File: src/dfs_pkg.sv
// Package for directional_focus_select: payload structs, widths, opcodes,
// register indexes and the controller state type. No dependencies.
package dfs_pkg;

   localparam int COORD_BITS = 16;
   localparam int ID_BITS    = 16;
   localparam int FRAC_BITS  = 8;
   localparam int SIZE_BITS  = COORD_BITS - 1;
   localparam int DIST_W     = 28;

   // edges (x + w - 1) need two more bits than a coordinate
   localparam int EDGE_W = COORD_BITS + 2;
   localparam int DIFF_W = EDGE_W;
   localparam int SQ_W   = 2 * DIFF_W + 1;
   localparam int RAD_W  = SQ_W + (SQ_W % 2);
   localparam int ROOT_W = RAD_W / 2 + FRAC_BITS;
   localparam int LIN_W  = DIFF_W + 3;
   localparam int SC_W   = ((ROOT_W > LIN_W + FRAC_BITS) ? ROOT_W : LIN_W + FRAC_BITS) + 1;

   localparam logic [DIST_W-1:0] MAX_DIST = DIST_W'(64'd1000000 << FRAC_BITS);

   localparam logic [2:0] OP_UP    = 3'd0;
   localparam logic [2:0] OP_DOWN  = 3'd1;
   localparam logic [2:0] OP_LEFT  = 3'd2;
   localparam logic [2:0] OP_RIGHT = 3'd3;
   localparam logic [2:0] OP_FOCUS = 3'd4;

   localparam int ADDR_W = 4;
   localparam logic [1:0] REG_VIEW_X = 2'd0;
   localparam logic [1:0] REG_VIEW_Y = 2'd1;
   localparam logic [1:0] REG_VIEW_W = 2'd2;
   localparam logic [1:0] REG_VIEW_H = 2'd3;

   typedef struct packed {
      logic [2:0]                   opcode;
      logic signed [COORD_BITS-1:0] rect_x;
      logic signed [COORD_BITS-1:0] rect_y;
      logic [SIZE_BITS-1:0]         rect_w;
      logic [SIZE_BITS-1:0]         rect_h;
      logic [ID_BITS-1:0]           elem_id;
      logic                         last;
   } req_type;

   typedef struct packed {
      logic                found;
      logic                moved;
      logic [15:0]         best_id;
      logic [DIST_W-1:0]   best_distance;
      logic                done_res;
   } rsp_type;

   typedef enum logic [2:0] {
      ST_IDLE,
      ST_CLAMP,
      ST_DIFF,
      ST_SQUARE,
      ST_SQRT_GO,
      ST_SQRT_WAIT,
      ST_SCORE,
      ST_FINISH
   } state_type;

endpackage

File: src/directional_focus_select.sv
// Top level of directional_focus_select: controller, scoring datapath,
// config registers. Depends on dfs_pkg and dfs_sqrt.
//
//  channel  ports                            role
//  req      req_valid/req_ready/req_data     opcode and rectangle item in
//  rsp      rsp_valid/rsp_ready/rsp_data     one result per finished search
//  csr      psel/penable/pwrite/paddr/...    viewport registers, APB style
//
// A set-focus item or an unused opcode stays in idle; a candidate outside
// the viewport passes clamp and finish; one outside the search half-plane
// or too far off axis adds diff and score; any other candidate adds square
// and the bit-serial square root (one root bit a cycle, 27 bits). One item
// is at work at a time. Reset is synchronous; a result waits in its output
// register and stalls only the last item of the next search.
module directional_focus_select (
   input  logic                                clock,
   input  logic                                reset,
   input  logic                                req_valid,
   output logic                                req_ready,
   input  dfs_pkg::req_type                    req_data,
   output logic                                rsp_valid,
   input  logic                                rsp_ready,
   output dfs_pkg::rsp_type                    rsp_data,
   input  logic                                psel,
   input  logic                                penable,
   input  logic                                pwrite,
   input  logic [dfs_pkg::ADDR_W-1:0]          paddr,
   input  logic [31:0]                         pwdata,
   output logic [31:0]                         prdata,
   output logic                                pready
);
   localparam int EW = dfs_pkg::EDGE_W;
   localparam int DW = dfs_pkg::DIFF_W;
   localparam int CB = dfs_pkg::COORD_BITS;
   localparam int SB = dfs_pkg::SIZE_BITS;

   // configuration
   logic signed [CB-1:0] view_x_ff, view_y_ff;
   logic [SB-1:0]        view_w_ff, view_h_ff;
   logic                 csr_wr;

   assign pready = 1'b1;
   assign csr_wr = psel && penable && pwrite;

   always_ff @(posedge clock) begin
      if (reset) begin
         view_x_ff <= '0;
         view_y_ff <= '0;
         view_w_ff <= '0;
         view_h_ff <= '0;
      end else if (csr_wr) begin
         unique case (paddr[3:2])
            dfs_pkg::REG_VIEW_X: view_x_ff <= pwdata[CB-1:0];
            dfs_pkg::REG_VIEW_Y: view_y_ff <= pwdata[CB-1:0];
            dfs_pkg::REG_VIEW_W: view_w_ff <= pwdata[SB-1:0];
            dfs_pkg::REG_VIEW_H: view_h_ff <= pwdata[SB-1:0];
            default: ;
         endcase
      end
   end

   always_comb begin
      unique case (paddr[3:2])
         dfs_pkg::REG_VIEW_X: prdata = 32'({16'b0, view_x_ff});
         dfs_pkg::REG_VIEW_Y: prdata = 32'({16'b0, view_y_ff});
         dfs_pkg::REG_VIEW_W: prdata = 32'(view_w_ff);
         dfs_pkg::REG_VIEW_H: prdata = 32'(view_h_ff);
         default:             prdata = '0;
      endcase
   end

   // state
   dfs_pkg::state_type   state_ff, state_in;
   dfs_pkg::req_type     item_ff;
   logic signed [CB-1:0] foc_x_ff, foc_y_ff;
   logic [SB-1:0]        foc_w_ff, foc_h_ff;
   logic [dfs_pkg::ID_BITS-1:0] foc_id_ff;
   logic                 has_focus_ff;
   logic signed [EW-1:0] fp_x_ff, fp_y_ff;
   logic [dfs_pkg::DIST_W-1:0]  best_score_ff;
   logic signed [CB-1:0] best_x_ff, best_y_ff;
   logic [SB-1:0]        best_w_ff, best_h_ff;
   logic [dfs_pkg::ID_BITS-1:0] best_id_ff;
   logic                 best_valid_ff;
   logic [DW-1:0]        dx_ff, dy_ff, disp_ff;
   logic                 plane_ff, reject_ff;
   logic [dfs_pkg::SQ_W-1:0] sqx_ff, sqy_ff;
   logic                 rsp_valid_ff;
   dfs_pkg::rsp_type     rsp_ff;

   // control outputs of the state machine
   logic take_item, do_clamp, do_diff, do_square, sqrt_go, do_score, do_finish;
   logic out_free;
   logic sqrt_done;
   logic [dfs_pkg::ROOT_W-1:0] root;

   assign out_free = !rsp_valid_ff || rsp_ready;

   // edges of item, focus and viewport
   logic signed [EW-1:0] px, py, prt, pbt, fx, fy, frt, fbt, vx, vy, vrt, vbt;
   logic                 p_ok, f_ok, v_ok, vert;
   assign px  = EW'(item_ff.rect_x);
   assign py  = EW'(item_ff.rect_y);
   assign prt = px + signed'(EW'(item_ff.rect_w)) - EW'(1);
   assign pbt = py + signed'(EW'(item_ff.rect_h)) - EW'(1);
   assign fx  = EW'(foc_x_ff);
   assign fy  = EW'(foc_y_ff);
   assign frt = fx + signed'(EW'(foc_w_ff)) - EW'(1);
   assign fbt = fy + signed'(EW'(foc_h_ff)) - EW'(1);
   assign vx  = EW'(view_x_ff);
   assign vy  = EW'(view_y_ff);
   assign vrt = vx + signed'(EW'(view_w_ff)) - EW'(1);
   assign vbt = vy + signed'(EW'(view_h_ff)) - EW'(1);
   assign p_ok = (item_ff.rect_w != '0) && (item_ff.rect_h != '0);
   assign f_ok = (foc_w_ff != '0) && (foc_h_ff != '0);
   assign v_ok = (view_w_ff != '0) && (view_h_ff != '0);
   assign vert = (item_ff.opcode == dfs_pkg::OP_UP) || (item_ff.opcode == dfs_pkg::OP_DOWN);

   logic cand_meets, focus_meets;
   assign cand_meets  = p_ok && v_ok && vx <= prt && px <= vrt && vy <= pbt && py <= vbt;
   assign focus_meets = f_ok && v_ok && vx <= frt && fx <= vrt && vy <= fbt && fy <= vbt;

   // clamp of the focus point
   logic signed [EW-1:0] fp_x_cl, fp_y_cl;
   always_comb begin
      fp_x_cl = fp_x_ff;
      fp_y_cl = fp_y_ff;
      if (vert) begin
         if (fp_x_ff < fx)       fp_x_cl = fx;
         else if (fp_x_ff > frt) fp_x_cl = frt;
         fp_y_cl = (item_ff.opcode == dfs_pkg::OP_UP) ? fy : fbt;
      end else begin
         fp_x_cl = (item_ff.opcode == dfs_pkg::OP_LEFT) ? fx : frt;
         if (fp_y_ff < fy)       fp_y_cl = fy;
         else if (fp_y_ff > fbt) fp_y_cl = fbt;
      end
   end

   // half-plane test, gaps and off-axis displacement
   logic                 outside, plane, far_off;
   logic signed [EW-1:0] dx_s, dy_s, disp_s, pl, pr, fl, fr;
   logic [SB-2:0]        half;
   always_comb begin
      outside = ((item_ff.opcode == dfs_pkg::OP_UP)    && pbt > fp_y_ff) ||
                ((item_ff.opcode == dfs_pkg::OP_DOWN)  && py  < fp_y_ff) ||
                ((item_ff.opcode == dfs_pkg::OP_RIGHT) && px  < fp_x_ff) ||
                ((item_ff.opcode == dfs_pkg::OP_LEFT)  && prt > fp_x_ff);
      dx_s = '0;
      dy_s = '0;
      if (vert) begin
         if (fp_x_ff < px)       dx_s = px - fp_x_ff;
         else if (fp_x_ff > prt) dx_s = fp_x_ff - prt;
         dy_s = (item_ff.opcode == dfs_pkg::OP_UP) ? fp_y_ff - pbt : py - fp_y_ff;
      end else begin
         dx_s = (item_ff.opcode == dfs_pkg::OP_RIGHT) ? px - fp_x_ff : fp_x_ff - prt;
         if (fp_y_ff < py)       dy_s = py - fp_y_ff;
         else if (fp_y_ff > pbt) dy_s = fp_y_ff - pbt;
      end
      pl   = vert ? px  : py;
      pr   = vert ? prt : pbt;
      fl   = vert ? fx  : fy;
      fr   = vert ? frt : fbt;
      half = vert ? view_w_ff[SB-1:1] : view_h_ff[SB-1:1];
      plane = (pl == fl) || (pr > fl && pr < fr) || (pl > fl && pl < fr) ||
              (pl > fl && pr < fr) || (pl < fl && pr > fr);
      disp_s = '0;
      if (pl > fr) disp_s = pl - fr;
      if (pr < fl) disp_s = fl - pr;
      if (disp_s == '0) disp_s = EW'(1);
      if (plane) disp_s = '0;
      far_off = !plane && focus_meets && (disp_s > signed'(EW'(half)));
   end

   // final score
   logic [dfs_pkg::LIN_W-1:0] lin;
   logic [dfs_pkg::SC_W-1:0]  total;
   logic [dfs_pkg::DIST_W-1:0] cand_dist;
   always_comb begin
      if (plane_ff)
         lin = vert ? dfs_pkg::LIN_W'(dy_ff) : dfs_pkg::LIN_W'(dx_ff);
      else
         lin = dfs_pkg::LIN_W'(dx_ff) + dfs_pkg::LIN_W'(dy_ff)
             + dfs_pkg::LIN_W'({disp_ff, 1'b0});
      total = (dfs_pkg::SC_W'(lin) << dfs_pkg::FRAC_BITS)
            + (plane_ff ? '0 : dfs_pkg::SC_W'(root));
      if (reject_ff || total > dfs_pkg::SC_W'(dfs_pkg::MAX_DIST))
         cand_dist = dfs_pkg::MAX_DIST;
      else
         cand_dist = total[dfs_pkg::DIST_W-1:0];
   end

   logic moved;
   assign moved = best_valid_ff && (!has_focus_ff || best_id_ff != foc_id_ff);

   // next state
   always_comb begin
      state_in = state_ff;
      unique case (state_ff)
         dfs_pkg::ST_IDLE:
            if (req_valid && req_data.opcode < dfs_pkg::OP_FOCUS) state_in = dfs_pkg::ST_CLAMP;
         dfs_pkg::ST_CLAMP:
            state_in = cand_meets ? dfs_pkg::ST_DIFF : dfs_pkg::ST_FINISH;
         dfs_pkg::ST_DIFF:
            state_in = (outside || far_off) ? dfs_pkg::ST_SCORE : dfs_pkg::ST_SQUARE;
         dfs_pkg::ST_SQUARE:    state_in = dfs_pkg::ST_SQRT_GO;
         dfs_pkg::ST_SQRT_GO:   state_in = dfs_pkg::ST_SQRT_WAIT;
         dfs_pkg::ST_SQRT_WAIT: if (sqrt_done) state_in = dfs_pkg::ST_SCORE;
         dfs_pkg::ST_SCORE:     state_in = dfs_pkg::ST_FINISH;
         dfs_pkg::ST_FINISH:
            if (!item_ff.last || out_free) state_in = dfs_pkg::ST_IDLE;
         default: state_in = dfs_pkg::ST_IDLE;
      endcase
   end

   // state machine outputs
   always_comb begin
      req_ready = 1'b0;
      do_clamp  = 1'b0;
      do_diff   = 1'b0;
      do_square = 1'b0;
      sqrt_go   = 1'b0;
      do_score  = 1'b0;
      do_finish = 1'b0;
      unique case (state_ff)
         dfs_pkg::ST_IDLE:      req_ready = 1'b1;
         dfs_pkg::ST_CLAMP:     do_clamp  = cand_meets;
         dfs_pkg::ST_DIFF:      do_diff   = 1'b1;
         dfs_pkg::ST_SQUARE:    do_square = 1'b1;
         dfs_pkg::ST_SQRT_GO:   sqrt_go   = 1'b1;
         dfs_pkg::ST_SQRT_WAIT: ;
         dfs_pkg::ST_SCORE:     do_score  = 1'b1;
         dfs_pkg::ST_FINISH:    do_finish = item_ff.last && out_free;
         default: ;
      endcase
   end

   assign take_item = req_valid && req_ready;

   dfs_sqrt u_sqrt (
      .clock    (clock),
      .reset    (reset),
      .start    (sqrt_go),
      .radicand (dfs_pkg::RAD_W'(sqx_ff) + dfs_pkg::RAD_W'(sqy_ff)),
      .done     (sqrt_done),
      .root     (root)
   );

   // datapath registers without reset
   always_ff @(posedge clock) begin
      if (take_item) item_ff <= req_data;
      if (do_diff) begin
         dx_ff     <= DW'(dx_s);
         dy_ff     <= DW'(dy_s);
         disp_ff   <= DW'(disp_s);
         plane_ff  <= plane;
         reject_ff <= outside || far_off;
      end
      if (do_square) begin
         sqx_ff <= dfs_pkg::SQ_W'(dx_ff) * dfs_pkg::SQ_W'(dx_ff);
         sqy_ff <= dfs_pkg::SQ_W'(dy_ff) * dfs_pkg::SQ_W'(dy_ff);
      end
   end

   // architectural state
   always_ff @(posedge clock) begin
      if (reset) begin
         state_ff      <= dfs_pkg::ST_IDLE;
         has_focus_ff  <= 1'b0;
         foc_x_ff      <= '0;
         foc_y_ff      <= '0;
         foc_w_ff      <= SB'(1);
         foc_h_ff      <= SB'(1);
         foc_id_ff     <= '0;
         fp_x_ff       <= '0;
         fp_y_ff       <= '0;
         best_score_ff <= dfs_pkg::MAX_DIST;
         best_x_ff     <= '0;
         best_y_ff     <= '0;
         best_w_ff     <= '0;
         best_h_ff     <= '0;
         best_id_ff    <= '0;
         best_valid_ff <= 1'b0;
         rsp_valid_ff  <= 1'b0;
      end else begin
         state_ff <= state_in;
         if (do_finish)
            rsp_valid_ff <= 1'b1;
         else if (rsp_valid_ff && rsp_ready)
            rsp_valid_ff <= 1'b0;
         if (take_item && req_data.opcode == dfs_pkg::OP_FOCUS) begin
            foc_x_ff     <= req_data.rect_x;
            foc_y_ff     <= req_data.rect_y;
            foc_w_ff     <= req_data.rect_w;
            foc_h_ff     <= req_data.rect_h;
            foc_id_ff    <= req_data.elem_id;
            has_focus_ff <= 1'b1;
            fp_x_ff      <= EW'(req_data.rect_x);
            fp_y_ff      <= EW'(req_data.rect_y);
         end
         if (do_clamp) begin
            fp_x_ff <= fp_x_cl;
            fp_y_ff <= fp_y_cl;
         end
         if (do_score && best_score_ff > cand_dist) begin
            best_score_ff <= cand_dist;
            best_x_ff     <= item_ff.rect_x;
            best_y_ff     <= item_ff.rect_y;
            best_w_ff     <= item_ff.rect_w;
            best_h_ff     <= item_ff.rect_h;
            best_id_ff    <= item_ff.elem_id;
            best_valid_ff <= 1'b1;
         end
         if (do_finish) begin
            if (moved) begin
               foc_x_ff     <= best_x_ff;
               foc_y_ff     <= best_y_ff;
               foc_w_ff     <= best_w_ff;
               foc_h_ff     <= best_h_ff;
               foc_id_ff    <= best_id_ff;
               has_focus_ff <= 1'b1;
            end
            // clear the running minimum for the next search
            best_score_ff <= dfs_pkg::MAX_DIST;
            best_x_ff     <= '0;
            best_y_ff     <= '0;
            best_w_ff     <= '0;
            best_h_ff     <= '0;
            best_id_ff    <= '0;
            best_valid_ff <= 1'b0;
         end
      end
   end

   always_ff @(posedge clock) begin
      if (do_finish) begin
         rsp_ff.found         <= best_valid_ff;
         rsp_ff.moved         <= moved;
         rsp_ff.best_id       <= best_valid_ff ? 16'(best_id_ff) : '0;
         rsp_ff.best_distance <= best_score_ff;
         rsp_ff.done_res      <= 1'b1;
      end
   end

   assign rsp_valid = rsp_valid_ff;
   assign rsp_data  = rsp_ff;
endmodule

File: src/dfs_sqrt.sv
// Bit-serial fixed-point square root: one root bit per cycle.
// Depends on dfs_pkg for the radicand and root widths.
module dfs_sqrt (
   input  logic                           clock,
   input  logic                           reset,
   input  logic                           start,
   input  logic [dfs_pkg::RAD_W-1:0]      radicand,
   output logic                           done,
   output logic [dfs_pkg::ROOT_W-1:0]     root
);
   localparam int SH_W  = dfs_pkg::RAD_W + 2 * dfs_pkg::FRAC_BITS;
   localparam int REM_W = dfs_pkg::ROOT_W + 3;
   localparam int CNT_W = $clog2(dfs_pkg::ROOT_W + 1);

   logic [SH_W-1:0]               rad_ff, rad_in;
   logic [REM_W-1:0]              rem_ff, rem_in;
   logic [dfs_pkg::ROOT_W-1:0]    root_ff, root_in;
   logic [CNT_W-1:0]              cnt_ff, cnt_in;
   logic                          busy_ff, busy_in;
   logic                          done_ff, done_in;
   logic [REM_W-1:0]              rem_sh;
   logic [REM_W-1:0]              trial;

   assign rem_sh = {rem_ff[REM_W-3:0], rad_ff[SH_W-1 -: 2]};
   assign trial  = {1'b0, root_ff, 2'b01};

   always_comb begin
      rad_in  = rad_ff;
      rem_in  = rem_ff;
      root_in = root_ff;
      cnt_in  = cnt_ff;
      busy_in = busy_ff;
      done_in = 1'b0;
      if (start) begin
         rad_in  = {radicand, {(2 * dfs_pkg::FRAC_BITS){1'b0}}};
         rem_in  = '0;
         root_in = '0;
         cnt_in  = CNT_W'(dfs_pkg::ROOT_W);
         busy_in = 1'b1;
      end else if (busy_ff) begin
         rad_in = {rad_ff[SH_W-3:0], 2'b00};
         if (rem_sh >= trial) begin
            rem_in  = rem_sh - trial;
            root_in = {root_ff[dfs_pkg::ROOT_W-2:0], 1'b1};
         end else begin
            rem_in  = rem_sh;
            root_in = {root_ff[dfs_pkg::ROOT_W-2:0], 1'b0};
         end
         cnt_in = cnt_ff - 1'b1;
         if (cnt_ff == CNT_W'(1)) begin
            busy_in = 1'b0;
            done_in = 1'b1;
         end
      end
   end

   always_ff @(posedge clock) begin
      rad_ff  <= rad_in;
      rem_ff  <= rem_in;
      root_ff <= root_in;
      cnt_ff  <= cnt_in;
      if (reset) begin
         busy_ff <= 1'b0;
         done_ff <= 1'b0;
      end else begin
         busy_ff <= busy_in;
         done_ff <= done_in;
      end
   end

   assign done = done_ff;
   assign root = root_ff;
endmodule

File: config.mk
export PLATFORM = sky130hd
export DESIGN_NAME = directional_focus_select
export DESIGN_NICKNAME = d
export VERILOG_FILES = /design/src/dfs_pkg.sv /design/src/directional_focus_select.sv /design/src/dfs_sqrt.sv
export SDC_FILE = /design/constraint.sdc
export NUM_CORES = 2
export LEC_CHECK = 0
export BUFFER_PORTS_ARGS = -buffer_cell sky130_fd_sc_hd__buf_2
export CORE_UTILIZATION = 40
export DETAILED_ROUTE_END_ITERATION = 7
export MAX_ROUTING_LAYER = met4
export PLACE_DENSITY = 0.6
export REMOVE_ABC_BUFFERS = 1
export SYNTH_ARGS = -nofsm -noshare
export SYNTH_HDL_FRONTEND = slang
export SYNTH_SLANG_ARGS = --single-unit
File: constraint.sdc
create_clock -name clock -period 8.8 [get_ports clock]
set_clock_uncertainty 0.2 [all_clocks]
set_input_delay 1.76 -clock clock [delete_from_list [all_inputs] [get_ports clock]]
set_output_delay 1.76 -clock clock [all_outputs]
set_load 0.05 [all_outputs]
==> results.sh <==
export IMPL_postCtsHoldBufs=0
export IMPL_track_usage_pct=26.7
export IMPL_clk_latency_ns=0.74
export IMPL_clk_path_buf_depth=3
export IMPL_io_buffers=170
export IMPL_synth_edff_count=292
export IMPL_slowest_stage="fa_1"
export IMPL_min_period_over_period_pct=95.2
export IMPL_gr_usage_met3_pct=3.08
export IMPL_synth_seq_area_share_pct=23.5
export IMPL_initial_core_util_pct=40.5
export IMPL_clkTransAtPathRegs_ns=0.06
export IMPL_grt_util_met2_pct=42.8
export IMPL_nets=9310
export IMPL_min_path_type="reg -> reg"
export IMPL_grt_busiest_layer="met2"
export IMPL_yosys_area_share_simple_pct=13.8
export IMPL_synth_mux_area_share_pct=3.63
export IMPL_die_h_um=412
export IMPL_antenna_found_initial=10
export IMPL_hold_viol_final=0
export IMPL_synth_adder_area_share_pct=30.8
export IMPL_synth_top_family_by_area="adder cells"
export IMPL_areaGrowthSynthToFinish_pct=10.3
export IMPL_path_class="reg -> reg"
export IMPL_grt_pass1_vias=54617
export IMPL_io_pins=207
export IMPL_critical_path_most_common_cell="a21o_1"
export IMPL_async_reset_ff_share_pct=0
export IMPL_grt_max_degree=105
export IMPL_ys_ff_latch=642
export IMPL_grtUsageMet1_pct=33.6
export IMPL_synth_warnings=0
export IMPL_grt_ovfl_total=0
export IMPL_synth_compound_gate_area_share_pct=15.8
export IMPL_max_freq_mhz=119
export IMPL_worstMarginPinSlew_ns=1.42
export IMPL_ant_nets=0
export IMPL_drc=0
export IMPL_path_buf_inv=3
export IMPL_end_kind="flop"
export IMPL_die_w_um=412
export IMPL_viasPerCell=5.49
export IMPL_worstPathArrival_ns=8.82
export IMPL_clock_sinks=642
export IMPL_critPathRequiredTime_ns=9.25
export IMPL_dpl_cell_area_um2=71300
export IMPL_dieArea_um2=169000
export IMPL_maxSlewViolCount=0
export IMPL_dp_hpwl_um=180000
export IMPL_layout_common_cells="inv_1 (1206), ha_1 (901), nand2_1 (700)"
export IMPL_synth_area_um2=67100
export IMPL_cts_made_buffers=80
export IMPL_synth_avg_cell_area_um2=8.80
export IMPL_synth_main_ff_cell="dfxtp_1"
export IMPL_status="finished, final reports clean"
export IMPL_drt_iter0_drc=3898
export IMPL_drive_gt1_share_pct=7.65
export IMPL_via_count=55306
export IMPL_gp_congestion=1.03
export IMPL_cpPeakStageDelay_ns=0.52
export IMPL_grt_pass1_wl_um=333000
export IMPL_relSlewSlack_pct=4.68
export IMPL_cts_htree_levels=3
export IMPL_synth_xor_area_share_pct=4.08
export IMPL_cts_root_buf="clkbuf_16"
export IMPL_fin_area_um2=74000
export IMPL_crit_family="compound AO/OA/AOI/OAI gates"
export IMPL_final_common_cell="inv_1"
export IMPL_worst_path_max_fanout=24
export IMPL_row_count=149
export IMPL_finalCriticalPeriod_ns=8.38
export IMPL_routed_wl_um=222000
export IMPL_netlist_instances=7628
export IMPL_setup_violations=0
export IMPL_start_kind="flop"
export IMPL_coreArea_um2=166000
export IMPL_ys_types=99
export IMPL_wl_per_cell_um=22.0
export IMPL_drv_cap=0
export IMPL_cts_tree="built"
export IMPL_drtPass1Iterations=6
## layout make-up
cell class / instances / area, um^2
flip-flops and latches: 642 / 15800
inverters: 1209 / 4540
well taps: 2189 / 2740
clock inverters: 43 / 473
fillers: 16161 / 91700
multi-input cells: 5522 / 45900
clock buffers: 107 / 2180
repair buffers: 363 / 2380
diodes: 8 / 20.0
## flip-flops by register name, summed over array words and instances (netlist names), 16 cells and up
register       count
view_x_ff         16
u_sqrt.rad_ff     38
disp_ff           18
foc_y_ff          16
view_y_ff         16
rsp_data          46
foc_id_ff         16
item_ff           82
sqy_ff            35
sqx_ff            35
u_sqrt.root       27
best_x_ff         16
u_sqrt.rem_ff     28
best_score_ff     28
best_id_ff        16
foc_x_ff          16
fp_x_ff           18
dy_ff             18
fp_y_ff           18
best_y_ff         16
dx_ff             18
## synth_stat cells (28+ instances only)
master     number  area [um^2]
a211oi_1      164         1230
mux2i_1       198         1980
or3_1          33          206
o21ai_0       264         1320
nand2_1       701         2630
nand3_1        96          480
a31oi_1        61          382
inv_1        1206         4530
a21oi_1       476         2380
dfxtp_1       350         7010
clkbuf_1      219          822
nor2b_1        72          450
xnor2_1       193         1690
edfxtp_1      292         8770
and2_1        183         1140
fa_1          466         9330
or2_2          28          175
and3_1         29          181
xor2_1        120         1050
nor2_1        500         1880
nor4_1         37          231
nand2b_1       56          350
nand4_1        86          538
o211ai_1       40          300
o21bai_1       54          405
a21o_1        202         1520
nor3_1         95          475
ha_1          901        11300
a2111oi_0      28          245
o21a_1         55          413
## logic make-up after synthesis
| family | after synthesis |
|---|---|
| other cells | 2 |
| mux | 223 |
| flops | 642 |
| xor+xnor | 313 |
| buf+inv | 1481 |
| compound gates | 1619 |
| simple gates | 1977 |
| fa+ha+maj | 1371 |
## tightest hold or removal path: cells and delay by family (launching register included)
family / cells / cell delay (ns)
DFF: 1 / 0.31
AOI/OAI and AO/OA: 1 / 0.05
and+or+nand+nor: 1 / 0.05
## through the flow
step,std cells,utilization (%),TNS [ns],worst slack [ns],hold WS [ns]
3_5_place_dp,9921,43.0,0,0.243,0.244
4_1_cts,10071,44.6,0,0.256,0.255
6_report,10083,44.7,0,0.424,0.252
2_1_floorplan,7372,-,-434.19,-4.17,0.229
3_3_place_gp,9921,43.0,0,0.318,0.244
5_1_grt,10080,44.7,-0.124,-0.0267,0.270
## metal layers
| layer | wire length (um) | up-vias |
|---|---|---|
| met5 | 0 | - |
| met4 | 11400 | 0 |
| met3 | 11400 | 423 |
| met2 | 103000 | 1585 |
| met1 | 96200 | 26827 |
| li1 | - | 26471 |
## what timing repair did
action,CTS,global route
endpoints found under the setup margin,0,110
buffers inserted,0,3
resized for setup,0,12
## final timing paths
check | from | end | slack [ns] | cells past startpoint
setup / recovery | dx_ff[2] | best_x_ff[6] | 0.42 | 39
hold / removal | best_w_ff[10] | best_w_ff[10] | 0.25 | 2
setup reg to reg | dx_ff[2] | best_x_ff[6] | 0.42 | 39
hold reg to reg | best_w_ff[10] | best_w_ff[10] | 0.25 | 2
Power is left out: the tool's default activity adds up to more than one toggle a clock period on the data nets, which glitch-free logic cannot reach.
